$ cat src/hw/rtl/tst_pkg.sv
// ----------------------------------------------------------------------------
// tst_pkg: shared types and constants of the TDM slot timer
// Field widths, register indexes and the item types handed between cells.
// ----------------------------------------------------------------------------
package tst_pkg;

   localparam int MAX_SLOTS = 4;
   localparam int FRAC_BITS = 16;

   localparam int TIME_W  = 48;                   // now_time, Q32.16
   localparam int WHOLE_W = TIME_W - FRAC_BITS;   // whole seconds, one divide cell per bit
   localparam int END_W   = 16;                   // slot end, whole seconds
   localparam int CNT_W   = 3;                    // slot_count register
   localparam int OWN_W   = 2;                    // own_slot register
   localparam int SLOT_W  = 2;                    // slot index field
   localparam int CUR_W   = (MAX_SLOTS > 1) ? $clog2(MAX_SLOTS) : 1;
   localparam int START_W = WHOLE_W + 2;          // base + lap + own offset
   localparam int FULL_W  = START_W + FRAC_BITS;  // unmasked next start
   localparam int NEXT_W  = 49;
   localparam int WAIT_W  = 33;

   localparam int CSR_IDX_W = 3;
   localparam int CSR_DAT_W = 16;
   localparam int NUM_END_REGS = 4;

   // register indexes
   localparam logic [CSR_IDX_W-1:0] CSR_SLOT_END_0 = 3'd0;
   localparam logic [CSR_IDX_W-1:0] CSR_SLOT_COUNT = 3'd4;
   localparam logic [CSR_IDX_W-1:0] CSR_OWN_SLOT   = 3'd5;

   localparam logic [WAIT_W-1:0] WAIT_MAX = {WAIT_W{1'b1}};

   // static view of the configuration, derived from the registers
   typedef struct packed {
      logic [MAX_SLOTS-1:0][END_W-1:0] slot_end;
      logic [CNT_W-1:0]                count;    // clamped to 1..MAX_SLOTS
      logic [OWN_W-1:0]                own;
      logic [END_W-1:0]                cyc;      // cycle length
      logic [END_W-1:0]                own_off;  // start of own slot in the cycle
      logic                            err;      // own slot outside the table
   } cfg_type;

   // item moving down the divider chain
   typedef struct packed {
      logic [TIME_W-1:0]  now;
      logic [END_W-1:0]   rem;
      logic [WHOLE_W-1:0] dvd;   // dividend bits still to be shifted in
   } div_type;

   // item after slot lookup
   typedef struct packed {
      logic [TIME_W-1:0]  now;
      logic [CUR_W-1:0]   cur;
      logic [WHOLE_W-1:0] base;  // cycle number times cycle length
      logic               lap;   // own slot already begun or passed
   } loc_type;

   typedef struct packed {
      logic [SLOT_W-1:0] cur_slot;
      logic              is_own;
      logic [NEXT_W-1:0] next_own_start;
      logic [WAIT_W-1:0] wait_time;
      logic              error;
   } res_type;

endpackage

$ cat src/hw/rtl/tst_div_cell.sv
// ----------------------------------------------------------------------------
// tst_div_cell: one restoring step of the whole-seconds remainder
// Shifts one dividend bit into the partial remainder and subtracts the
// cycle length where it fits; holds one item with its own handshake.
// ----------------------------------------------------------------------------
module tst_div_cell
   import tst_pkg::*;
(
   input  logic             clock,
   input  logic             reset,
   input  logic [END_W-1:0] cyc,
   input  logic             in_valid,
   output logic             in_ready,
   input  div_type          in_data,
   output logic             out_valid,
   input  logic             out_ready,
   output div_type          out_data
);

   logic    valid_ff;
   logic    valid_in;
   div_type data_ff;
   div_type data_in;
   logic [END_W:0] trial;

   assign in_ready = !valid_ff || out_ready;

   always_comb begin
      trial = {in_data.rem, in_data.dvd[WHOLE_W-1]};
      data_in.now = in_data.now;
      data_in.dvd = {in_data.dvd[WHOLE_W-2:0], 1'b0};
      if (trial >= {1'b0, cyc}) begin
         data_in.rem = END_W'(trial - {1'b0, cyc});
      end else begin
         data_in.rem = trial[END_W-1:0];
      end
      valid_in = in_ready ? in_valid : valid_ff;
   end

   always_ff @(posedge clock) begin
      if (reset) begin
         valid_ff <= 1'b0;
      end else begin
         valid_ff <= valid_in;
      end
   end

   always_ff @(posedge clock) begin
      if (in_valid && in_ready) begin
         data_ff <= data_in;
      end
   end

   assign out_valid = valid_ff;
   assign out_data  = data_ff;

endmodule

$ cat src/hw/rtl/tst_locate.sv
// ----------------------------------------------------------------------------
// tst_locate: position within the cycle and current slot
// Priority scan of the slot ends against the position; also forms the
// start of the current cycle from the remainder.
// ----------------------------------------------------------------------------
module tst_locate
   import tst_pkg::*;
(
   input  logic    clock,
   input  logic    reset,
   input  cfg_type cfg,
   input  logic    in_valid,
   output logic    in_ready,
   input  div_type in_data,
   output logic    out_valid,
   input  logic    out_ready,
   output loc_type out_data
);

   logic    valid_ff;
   logic    valid_in;
   loc_type data_ff;
   loc_type data_in;
   logic [TIME_W-1:0]  pos;
   logic [WHOLE_W-1:0] whole;
   logic [CUR_W-1:0]   cur;

   assign in_ready = !valid_ff || out_ready;

   always_comb begin
      whole = in_data.now[TIME_W-1:FRAC_BITS];
      if (cfg.cyc == '0) begin
         pos = in_data.now;
      end else begin
         pos = TIME_W'({in_data.rem, in_data.now[FRAC_BITS-1:0]});
      end

      // lowest matching entry wins: scan from the top down
      cur = CUR_W'(cfg.count - CNT_W'(1));
      for (int i = MAX_SLOTS - 1; i >= 0; i--) begin
         if (i < 32'(cfg.count) &&
             {cfg.slot_end[i], {FRAC_BITS{1'b0}}} > (END_W + FRAC_BITS)'(pos)
             && pos[TIME_W-1 -: (TIME_W - END_W - FRAC_BITS)] == '0) begin
            cur = CUR_W'(i);
         end
      end

      data_in.now  = in_data.now;
      data_in.cur  = cur;
      data_in.base = (cfg.cyc == '0) ? '0 : whole - WHOLE_W'(in_data.rem);
      data_in.lap  = 32'(cur) >= 32'(cfg.own);
      valid_in = in_ready ? in_valid : valid_ff;
   end

   always_ff @(posedge clock) begin
      if (reset) begin
         valid_ff <= 1'b0;
      end else begin
         valid_ff <= valid_in;
      end
   end

   always_ff @(posedge clock) begin
      if (in_valid && in_ready) begin
         data_ff <= data_in;
      end
   end

   assign out_valid = valid_ff;
   assign out_data  = data_ff;

endmodule

$ cat src/hw/rtl/tst_schedule.sv
// ----------------------------------------------------------------------------
// tst_schedule: next own slot start and wait, output register
// Adds lap and own offset to the cycle start, then the saturated wait.
// ----------------------------------------------------------------------------
module tst_schedule
   import tst_pkg::*;
(
   input  logic    clock,
   input  logic    reset,
   input  cfg_type cfg,
   input  logic    in_valid,
   output logic    in_ready,
   input  loc_type in_data,
   output logic    out_valid,
   input  logic    out_ready,
   output res_type out_data
);

   logic    valid_ff;
   logic    valid_in;
   res_type data_ff;
   res_type data_in;
   logic [START_W-1:0] start_s;
   logic [FULL_W-1:0]  next;
   logic [FULL_W-1:0]  now_x;
   logic [FULL_W-1:0]  diff;
   logic [WAIT_W-1:0]  wait_v;

   assign in_ready = !valid_ff || out_ready;

   always_comb begin
      start_s = START_W'(in_data.base)
              + (in_data.lap ? START_W'(cfg.cyc) : '0)
              + START_W'(cfg.own_off);
      next  = {start_s, {FRAC_BITS{1'b0}}};
      now_x = FULL_W'(in_data.now);
      diff  = next - now_x;
      if (next <= now_x) begin
         wait_v = '0;
      end else if (diff > FULL_W'(WAIT_MAX)) begin
         wait_v = WAIT_MAX;
      end else begin
         wait_v = diff[WAIT_W-1:0];
      end

      data_in.cur_slot = SLOT_W'(in_data.cur);
      if (cfg.err) begin
         data_in.is_own         = 1'b0;
         data_in.next_own_start = '0;
         data_in.wait_time      = '0;
         data_in.error          = 1'b1;
      end else begin
         data_in.is_own         = 32'(in_data.cur) == 32'(cfg.own);
         data_in.next_own_start = next[NEXT_W-1:0];
         data_in.wait_time      = wait_v;
         data_in.error          = 1'b0;
      end
      valid_in = in_ready ? in_valid : valid_ff;
   end

   always_ff @(posedge clock) begin
      if (reset) begin
         valid_ff <= 1'b0;
      end else begin
         valid_ff <= valid_in;
      end
   end

   always_ff @(posedge clock) begin
      if (in_valid && in_ready) begin
         data_ff <= data_in;
      end
   end

   assign out_valid = valid_ff;
   assign out_data  = data_ff;

endmodule

$ cat src/hw/rtl/tdm_slot_timer_unit.sv
// ----------------------------------------------------------------------------
// tdm_slot_timer_unit: TDM slot schedule lookup
// Maps a Q32.16 time to the current slot and the next own slot start.
// ----------------------------------------------------------------------------
// Usage:
//  - req_ channel: one item per time value (req_now_time), valid/ready.
//  - rsp_ channel: one item per request, in order: current slot, own flag,
//    next own slot start (Q33.16), wait until then (Q17.16), error flag.
//  - csr_ port: write-only, csr_we with csr_index 0..3 slot ends, 4 slot
//    count, 5 own slot; other indexes are ignored. Write only while idle.
//  - Stages: 32 divider cells (one remainder bit each, set by the 32-bit
//    whole-seconds part), slot lookup, then the output register.
//  - Unless stalled, one item per cycle; every cell holds one item and takes
//    a new one whenever it is empty or its neighbor takes its item.
//  - A stalled receiver fills the chain from the output end back; bubbles
//    in front still accept new items until the chain is full.
//  - Synchronous reset empties the chain and loads slot ends 1,2,3,4,
//    slot count 4 and own slot 0.
// ----------------------------------------------------------------------------
module tdm_slot_timer_unit
   import tst_pkg::*;
(
   input  logic                 clock,
   input  logic                 reset,
   input  logic                 req_valid,
   output logic                 req_ready,
   input  logic [TIME_W-1:0]    req_now_time,
   output logic                 rsp_valid,
   input  logic                 rsp_ready,
   output logic [SLOT_W-1:0]    rsp_current_slot,
   output logic                 rsp_is_own,
   output logic [NEXT_W-1:0]    rsp_next_own_start,
   output logic [WAIT_W-1:0]    rsp_wait_time,
   output logic                 rsp_error,
   input  logic                 csr_we,
   input  logic [CSR_IDX_W-1:0] csr_index,
   input  logic [CSR_DAT_W-1:0] csr_wdata
);

   // configuration registers
   logic [MAX_SLOTS-1:0][END_W-1:0] slot_end_ff;
   logic [MAX_SLOTS-1:0][END_W-1:0] slot_end_in;
   logic [CNT_W-1:0]                slot_count_ff;
   logic [CNT_W-1:0]                slot_count_in;
   logic [OWN_W-1:0]                own_slot_ff;
   logic [OWN_W-1:0]                own_slot_in;

   cfg_type cfg;

   always_comb begin
      slot_end_in   = slot_end_ff;
      slot_count_in = slot_count_ff;
      own_slot_in   = own_slot_ff;
      if (csr_we) begin
         for (int i = 0; i < MAX_SLOTS; i++) begin
            if (i < NUM_END_REGS && csr_index == CSR_SLOT_END_0 + CSR_IDX_W'(i)) begin
               slot_end_in[i] = csr_wdata[END_W-1:0];
            end
         end
         if (csr_index == CSR_SLOT_COUNT) begin
            slot_count_in = csr_wdata[CNT_W-1:0];
         end
         if (csr_index == CSR_OWN_SLOT) begin
            own_slot_in = csr_wdata[OWN_W-1:0];
         end
      end
   end

   always_ff @(posedge clock) begin
      if (reset) begin
         for (int i = 0; i < MAX_SLOTS; i++) begin
            slot_end_ff[i] <= END_W'(i + 1);
         end
         slot_count_ff <= CNT_W'(4);
         own_slot_ff   <= '0;
      end else begin
         slot_end_ff   <= slot_end_in;
         slot_count_ff <= slot_count_in;
         own_slot_ff   <= own_slot_in;
      end
   end

   // derived view: clamped count, cycle length, own slot offset
   always_comb begin
      cfg.slot_end = slot_end_ff;
      cfg.own      = own_slot_ff;
      if (slot_count_ff == '0) begin
         cfg.count = CNT_W'(1);
      end else if (32'(slot_count_ff) > MAX_SLOTS) begin
         cfg.count = CNT_W'(MAX_SLOTS);
      end else begin
         cfg.count = slot_count_ff;
      end
      cfg.cyc     = '0;
      cfg.own_off = '0;
      for (int i = 0; i < MAX_SLOTS; i++) begin
         if (32'(cfg.count) == i + 1) begin
            cfg.cyc = slot_end_ff[i];
         end
      end
      for (int i = 1; i < MAX_SLOTS; i++) begin
         if (32'(own_slot_ff) == i) begin
            cfg.own_off = slot_end_ff[i-1];
         end
      end
      cfg.err = 32'(own_slot_ff) >= 32'(cfg.count);
   end

   // divider chain: whole seconds modulo cycle length
   logic    chain_valid [WHOLE_W+1];
   logic    chain_ready [WHOLE_W+1];
   div_type chain_data  [WHOLE_W+1];

   assign chain_valid[0]    = req_valid;
   assign req_ready         = chain_ready[0];
   assign chain_data[0].now = req_now_time;
   assign chain_data[0].rem = '0;
   assign chain_data[0].dvd = req_now_time[TIME_W-1:FRAC_BITS];

   for (genvar g = 0; g < WHOLE_W; g++) begin : g_div
      tst_div_cell u_cell (
         .clock     (clock),
         .reset     (reset),
         .cyc       (cfg.cyc),
         .in_valid  (chain_valid[g]),
         .in_ready  (chain_ready[g]),
         .in_data   (chain_data[g]),
         .out_valid (chain_valid[g+1]),
         .out_ready (chain_ready[g+1]),
         .out_data  (chain_data[g+1])
      );
   end

   // slot lookup
   logic    loc_valid;
   logic    loc_ready;
   loc_type loc_data;

   tst_locate u_locate (
      .clock     (clock),
      .reset     (reset),
      .cfg       (cfg),
      .in_valid  (chain_valid[WHOLE_W]),
      .in_ready  (chain_ready[WHOLE_W]),
      .in_data   (chain_data[WHOLE_W]),
      .out_valid (loc_valid),
      .out_ready (loc_ready),
      .out_data  (loc_data)
   );

   // next own start, wait, output register
   res_type res;

   tst_schedule u_schedule (
      .clock     (clock),
      .reset     (reset),
      .cfg       (cfg),
      .in_valid  (loc_valid),
      .in_ready  (loc_ready),
      .in_data   (loc_data),
      .out_valid (rsp_valid),
      .out_ready (rsp_ready),
      .out_data  (res)
   );

   assign rsp_current_slot   = res.cur_slot;
   assign rsp_is_own         = res.is_own;
   assign rsp_next_own_start = res.next_own_start;
   assign rsp_wait_time      = res.wait_time;
   assign rsp_error          = res.error;

endmodule

$ cat config.mk
export PLATFORM = sky130hd
export DESIGN_NAME = tdm_slot_timer_unit
export DESIGN_NICKNAME = d
export VERILOG_FILES = /design/src/hw/rtl/tst_pkg.sv /design/src/hw/rtl/tst_div_cell.sv /design/src/hw/rtl/tst_locate.sv /design/src/hw/rtl/tst_schedule.sv /design/src/hw/rtl/tdm_slot_timer_unit.sv
export SDC_FILE = /design/constraint.sdc
export NUM_CORES = 2
export LEC_CHECK = 0
export BUFFER_PORTS_ARGS = -buffer_cell sky130_fd_sc_hd__buf_2
export CORE_UTILIZATION = 39
export DETAILED_ROUTE_END_ITERATION = 7
export GPL_ROUTABILITY_DRIVEN = 0
export PLACE_DENSITY_LB_ADDON = 0.1
export SYNTH_ARGS = -nofsm -noshare
export SYNTH_HDL_FRONTEND = slang
export SYNTH_SLANG_ARGS = --single-unit
export TNS_END_PERCENT = 30
$ cat constraint.sdc
create_clock -name clock -period 48.3 [get_ports clock]
set_input_delay 2.415 -clock clock [delete_from_list [all_inputs] [get_ports clock]]
set_output_delay 2.415 -clock clock [all_outputs]
set_load 0.02 [all_outputs]
# Yosys cells after proc, flatten, opt, wreduce, memory -nomap -nowiden
# Cells that the tools add are included.
[word_totals]
in_bits = 72
out_inout_bits = 88
wordCells = 411
regBits = 2816
[classes]
n_reduce_logical = 121
magnitude_cmp = 45
add_sub_neg = 37
eq_ne = 13
mux = 49
[ops]
columns = ["cell", "count"]
rows = [
  ["16-bit two-way mux", 39],
  ["17-bit by 16-bit >= comparator with 1-bit output", 31],
  ["16-bit subtractor", 31],
  ["32-bit > comparator", 4],
  ["50-bit by 33-bit > comparator with 1-bit output (second input constant)", 1],
  ["50-bit by 48-bit <= comparator with 1-bit output", 1],
  ["50-bit by 48-bit subtractor with 50-bit output", 1],
  ["48-bit two-way mux", 1],
  ["1-bit logical AND", 42],
  ["32-bit by 34-bit adder with 34-bit output", 1],
  ["34-bit by 16-bit adder with 34-bit output", 1],
  ["1-bit logical NOT", 34],
  ["1-bit logical OR", 34],
  ["33-bit two-way mux", 1],
  ["16-bit logical NOT", 2],
  ["32-bit by 16-bit subtractor with 32-bit output", 1],
  ["1-bit by 16-bit >= comparator with 1-bit output", 1],
  ["1-bit by 16-bit subtractor with 16-bit output", 1],
  ["3-bit by 2-bit == test with 1-bit output (second input constant)", 4],
  ["2-bit AND reduction", 6],
  ["3-bit == test (second input constant)", 3],
  ["2-bit two-way mux", 4],
  ["3-bit by 1-bit == test with 1-bit output (second input constant)", 2],
  ["3-bit logical NOT", 2],
  ["12 further kinds", 17],
]

# Longest topological paths before layout
[logic_depth]
depth_word = 36
mapped_depth = 42
depth_no_buf = 36

# Cells and area by module
# Synthesis repeated with hierarchy kept, for this count alone.
[hier_totals]
hier_cells = 9603
area_unflattened_um2 = 144780.1
[modules_own_cells]
columns = ["mod", "area_each_um2", "seq_area_each_um2", "cells_per_inst", "n_inst"]
rows = [
  ["tst_div_cell (g_div[0].u_cell ...)", 4028.9, 2872.8, 247, 31],
  ["tst_schedule", 6800.3, 2122.0, 734, 1],
  ["tst_locate", 5584.1, 2512.4, 502, 1],
  ["tst_div_cell (g_div[26].u_cell)", 4053.9, 2872.8, 250, 1],
  ["tdm_slot_timer_unit", 3447.1, 1381.3, 460, 1],
]

# Least setup slack after synthesis
# No wires, ideal clock.
[synth_timing]
path_type = "register to register"
start = "reg slot_count_ff[2]"
end = "reg u_schedule.data_ff (netlist bit u_schedule.out_data[10]) (data pin)"
synth_period_minus_slack_ns = 15.650
setup_ns = 0.280
path_stages_with_launch = 42
t_arrival_ns = 15.370
path_buffers = 8
slack_ns = 32.650
required_ns = 48.020
cell_sequence = "dfxtp_1 clkbuf_1 clkbuf_1 a21oi_1 inv_1 ha_1 clkbuf_1 clkbuf_1 clkbuf_1 nor3b_1 a21oi_1 nor2_1 a221oi_1 nor2b_1 fa_1 ha_1 inv_1 fa_1 [6 not listed] a211oi_1 o21ai_0 nand2_1 nand3_1 xnor2_1 ha_1 clkbuf_1 and3_1 clkbuf_1 nand2_1 or4_1 a21oi_1 xor2_1 or4b_1 or4_4 nor4b_4 buf_6 a21oi_2"
[synth_via]
elab_chain_cells = 14
elab_cells_between_ends = 21
cone_classes = "add/sub (3); order compare (4); eq/ne (4); mux (8); reduce/logical (2)"
[synth_rtl]
columns = ["item", "line", "rtl"]
rows = [
  ["start: declaration", "tdm_slot_timer_unit.sv:43", "logic [CNT_W-1:0] slot_count_ff;"],
  ["start signal: assignment", "tdm_slot_timer_unit.sv:78", "slot_count_ff <= slot_count_in;"],
  ["3-bit > comparator", "tdm_slot_timer_unit.sv:89", "end else if (32'(slot_count_ff) > MAX_SLOTS) begin"],
  ["3-bit two-way mux", "tdm_slot_timer_unit.sv:89", ""],
  ["3-bit two-way mux (*)", "tdm_slot_timer_unit.sv:87", "if (slot_count_ff == '0) begin"],
  ["3-bit by 1-bit == test with 1-bit output", "tdm_slot_timer_unit.sv:97", "if (32'(cfg.count) == i + 1) begin"],
  ["16-bit two-way mux (3 in a row)", "tdm_slot_timer_unit.sv:97", ""],
  ["16-bit two-way mux (*)", "tdm_slot_timer_unit.sv:97", ""],
  ["16-bit two-way mux (*)", "tst_schedule.sv:33", "+ (in_data.lap ? START_W'(cfg.cyc) : '0)"],
  ["32-bit by 34-bit adder with 34-bit output (*)", "tst_schedule.sv:33", ""],
  ["34-bit by 16-bit adder with 34-bit output (*)", "tst_schedule.sv:34", "+ START_W'(cfg.own_off);"],
  ["net u_schedule.start_s[19]", "tst_schedule.sv:23", "logic [START_W-1:0] start_s;"],
  ["50-bit by 48-bit subtractor with 50-bit output", "tst_schedule.sv:37", "diff = next - now_x;"],
  ["50-bit by 33-bit > comparator with 1-bit output", "tst_schedule.sv:40", "end else if (diff > FULL_W'(WAIT_MAX)) begin"],
  ["33-bit two-way mux", "tst_schedule.sv:40", ""],
  ["end signal: assignment", "tst_schedule.sv:71", "data_ff <= data_in;"],
  ["end: declaration", "tst_schedule.sv:21", "res_type data_ff;"],
]
# Mark *: on every way through the listed nets, which the timed path passes. The rest lies on a longest branch.
# A chain may end at the register's enable or synchronous reset.

# Worst setup path after layout
[layout_timing]
start = "reg slot_count_ff[1]"
end = "reg u_schedule.data_ff (netlist bit u_schedule.out_data[30]) (data pin)"
# Same word-level chain as after synthesis.

==> out/qor.csv <==
metric;value;unit
P_leak;40.7;nW
drt drc;18;
Die Wd;519;um
drt first pass iters;8;
Async SR Flop Fraction;0;
final period utilization;0.218;
drt initial violations;3860;
Final Hold Vio Count;0;
Top Layer Used;met5;
Layout area overhead;13.5;%
Worst Hold Class;reg -> reg;
synth unique cells;85;
commonest non-fill, non-tap cell in the layout;edfxtp_1;
Mapped Area;104000;um^2
HP Start;g_div[1].u_cell.out_data[77];
Core Area;265000;um^2
metal3 WL;8.85;mm
CTS tree;yes;
worst reg2reg endpoint;u_schedule.out_data[30];
status;finished with violations;
post-synthesis simple-gate area fraction;0.0780;
Vert. Die Dim;519;um
failing checks;DRC;
routed via count;59635;
met2 WL;105;mm
EDFF count, synth;2201;
Mean Syn Cell Area;14.0;um^2
WHS Path Cells;0;
CP Data Arrival Time;11.13;ns
largest family of logic cells by synthesized area;compound AO/OA/AOI/OAI gates;
CTS sink cnt;2304;
WHS Endpoint;g_div[2].u_cell.out_data[77];
CTS root buf;clkbuf_16;
unrepaired setup endpoints after global routing;no;
r2r startpoint;slot_count_ff[1];
Startpoint Class;flip-flop;
clock latency on the worst-skew pair;0.92;ns
CP required;48.89;ns
commonest non-fill, non-tap cells in the layout;edfxtp_1, ha_1, a21oi_1;
row count;189;
post-synthesis mux area share;0.0295;
Ports;160;
filler cell count;23771;
Compound-Gate Fraction of Synth Area;0.104;
Slew HR;0.162;
Syn Inst Count;7466;
Resized Gates After CTS;0;
worst-margin pin slew;1.25;ns
max cap viols;0;
post-layout power;0.00429;W
Die Area;269000;um^2
setup violators final;0;
critical path class;reg -> reg;
cell depth of the worst flop-to-flop path;34;
setup bufs post-CTS;0;
Seq/Total Area, Yosys;0.654;
critical path's largest stage delay;0.75;ns
fin nets;8620;
main flop type after synthesis;edfxtp_1;
Tot GR Track Use;0.164;
crit-path max FO;34;
metal1 wirelength;102;mm
DR WL/cell;19.3;um
cts-stage hold buffer count;0;
#FFs+latches synth;2304;
I/O Buffers;143;
largest net degree at the start of global routing;86;
vias in the first global route;59259;
most frequent CP cell;o21ai_0;
share of layout cells above drive strength 1;0.120;
CTS HTree Levels;5;
Worst Setup End Kind;flip-flop;
WL final;223;mm
max-slew violations;0;
Reg clk slew, reported paths;0.06;ns
TNS Setup;0;ns
adder-cell share of the synthesized area;0.0854;
CTS buffer count;275;
grt ovf;0;
first-pass GRT wire length;345;mm
xor/xnor share of the synthesized area;0.0315;
Routed Antenna Nets;0;
Initial Util;0.393;
skew final;0.0975;ns
hpwl dp;153;mm
Power Dens Cells;36.3;nW/um^2
fmax;94.8;MHz
yosys warns;0;
initial antenna violation count;6;
flop2flop setup slack;37.76;ns
CTS Buffer Depth;4;
VDD IR-drop max;34.3;uV
slowest CP cell;dfxtp_1;
vias per cell;5.15;
Period minus WS final;10.54;ns
==> report_power, final <==
part	leakage (nW)	total [W]	internal [W]	switching, W
Combinational	15.9	0.000195	0.0000780	0.000117
Sequential	20.7	0.00220	0.00219	0.00000900
Clock	4.02	0.00190	0.00113	0.000771
Total	40.7	0.00429	0.00340	0.000897
==> how the worst max path moves through the flow <==
stage                                    to             start  slack [ns]
floorplan           u_schedule.out_data[10]  slot_count_ff[2]       32.65
global placement     u_schedule.out_data[1]  slot_count_ff[1]       37.99
detailed placement  u_schedule.out_data[30]  slot_count_ff[1]       37.86
CTS                 u_schedule.out_data[30]  slot_count_ff[1]       37.80
global route        u_schedule.out_data[30]  slot_count_ff[1]       36.81
finish              u_schedule.out_data[30]  slot_count_ff[1]       37.76
==> registers in the layout (all words and copies together) (netlist names) <==
name                    cells
cfg                        64
g_div.u_cell.out_data    2048
g_div.u_cell.out_valid     32
own_slot_ff                 2
slot_count_ff               3
u_locate.out_data          83
u_locate.out_valid          1
u_schedule.out_data        70
u_schedule.out_valid        1
==> cells in the mapped netlist (all sizes together), types with 41 or more instances <==
cell type | instances | area (um^2)
edfxtp | 2201 | 66100
ha | 633 | 7920
a21oi | 539 | 2810
nand2 | 454 | 1700
nor2 | 393 | 1480
o21ai | 389 | 1950
inv | 320 | 1200
mux2 | 226 | 2540
xnor2 | 223 | 1950
a21o | 168 | 1260
nand4 | 157 | 988
o21a | 154 | 1160
xor2 | 152 | 1330
nand3 | 126 | 636
nor2b | 117 | 732
clkbuf | 116 | 435
dfxtp | 103 | 2060
nand2b | 91 | 569
a21boi | 82 | 616
o31ai | 82 | 616
nor3 | 75 | 375
a211oi | 66 | 495
nor4 | 59 | 375
mux2i | 53 | 531
fa | 49 | 981
or3 | 47 | 294
o21bai | 42 | 315
and2 | 41 | 257
o31a | 41 | 359
==> cells by family after synthesis <==
kind of cell | Yosys count
AOI/OAI and AO/OA | 1712
xor gates and xnor gates | 375
adders and majority gates | 682
buffers and inverters | 462
DFF | 2304
muxes | 279
other | 1
and+or+nand+nor | 1651
==> stage by stage <==
step	hold WS (ns)	util	instances	setup slack (ns)	cell area, um^2
2_1_floorplan	0.400	-	7481	32.65	104000
3_3_place_gp	0.400	0.415	11121	37.99	110000
3_5_place_dp	0.405	0.415	11121	37.86	110000
4_1_cts	0.367	0.446	11581	37.80	118000
5_1_grt	0.377	0.446	11584	36.81	118000
6_report	0.376	0.446	11587	37.76	118000
==> area by class of cell <==
type                    instances  area (um^2)  area share
inverters                     322         1210      0.0102
multi-input cells            4715        34800       0.294
clock buffers                 333         7270      0.0614
repair buffers                248         1510      0.0128
diodes                          5         12.5    0.000106
well taps                    3533         4420      0.0374
flip-flops and latches       2304        68200       0.576
clock inverters               127          947     0.00801
==> critical path: cells and delay by family, from the launching register on <==
| family | cells | cell delay, ns |
|---|---|---|
| AO/OA/AOI/OAI | 15 | 3.63 |
| XOR/XNOR | 2 | 0.32 |
| adder cells (fa/ha/maj) | 5 | 1.88 |
| buffers and inverters | 3 | 1.10 |
| flip-flops | 1 | 0.75 |
| AND/OR/NAND/NOR | 9 | 2.54 |
==> routing by layer <==
metal | up-vias | track usage
met2 | 1219 | 0.272
li1 | 29323 | -
met1 | 28686 | 0.218
met4 | 2 | 0.0597
met5 | - | 0
met3 | 405 | 0.0227
No activity file was read; power rests on OpenSTA's default activity.
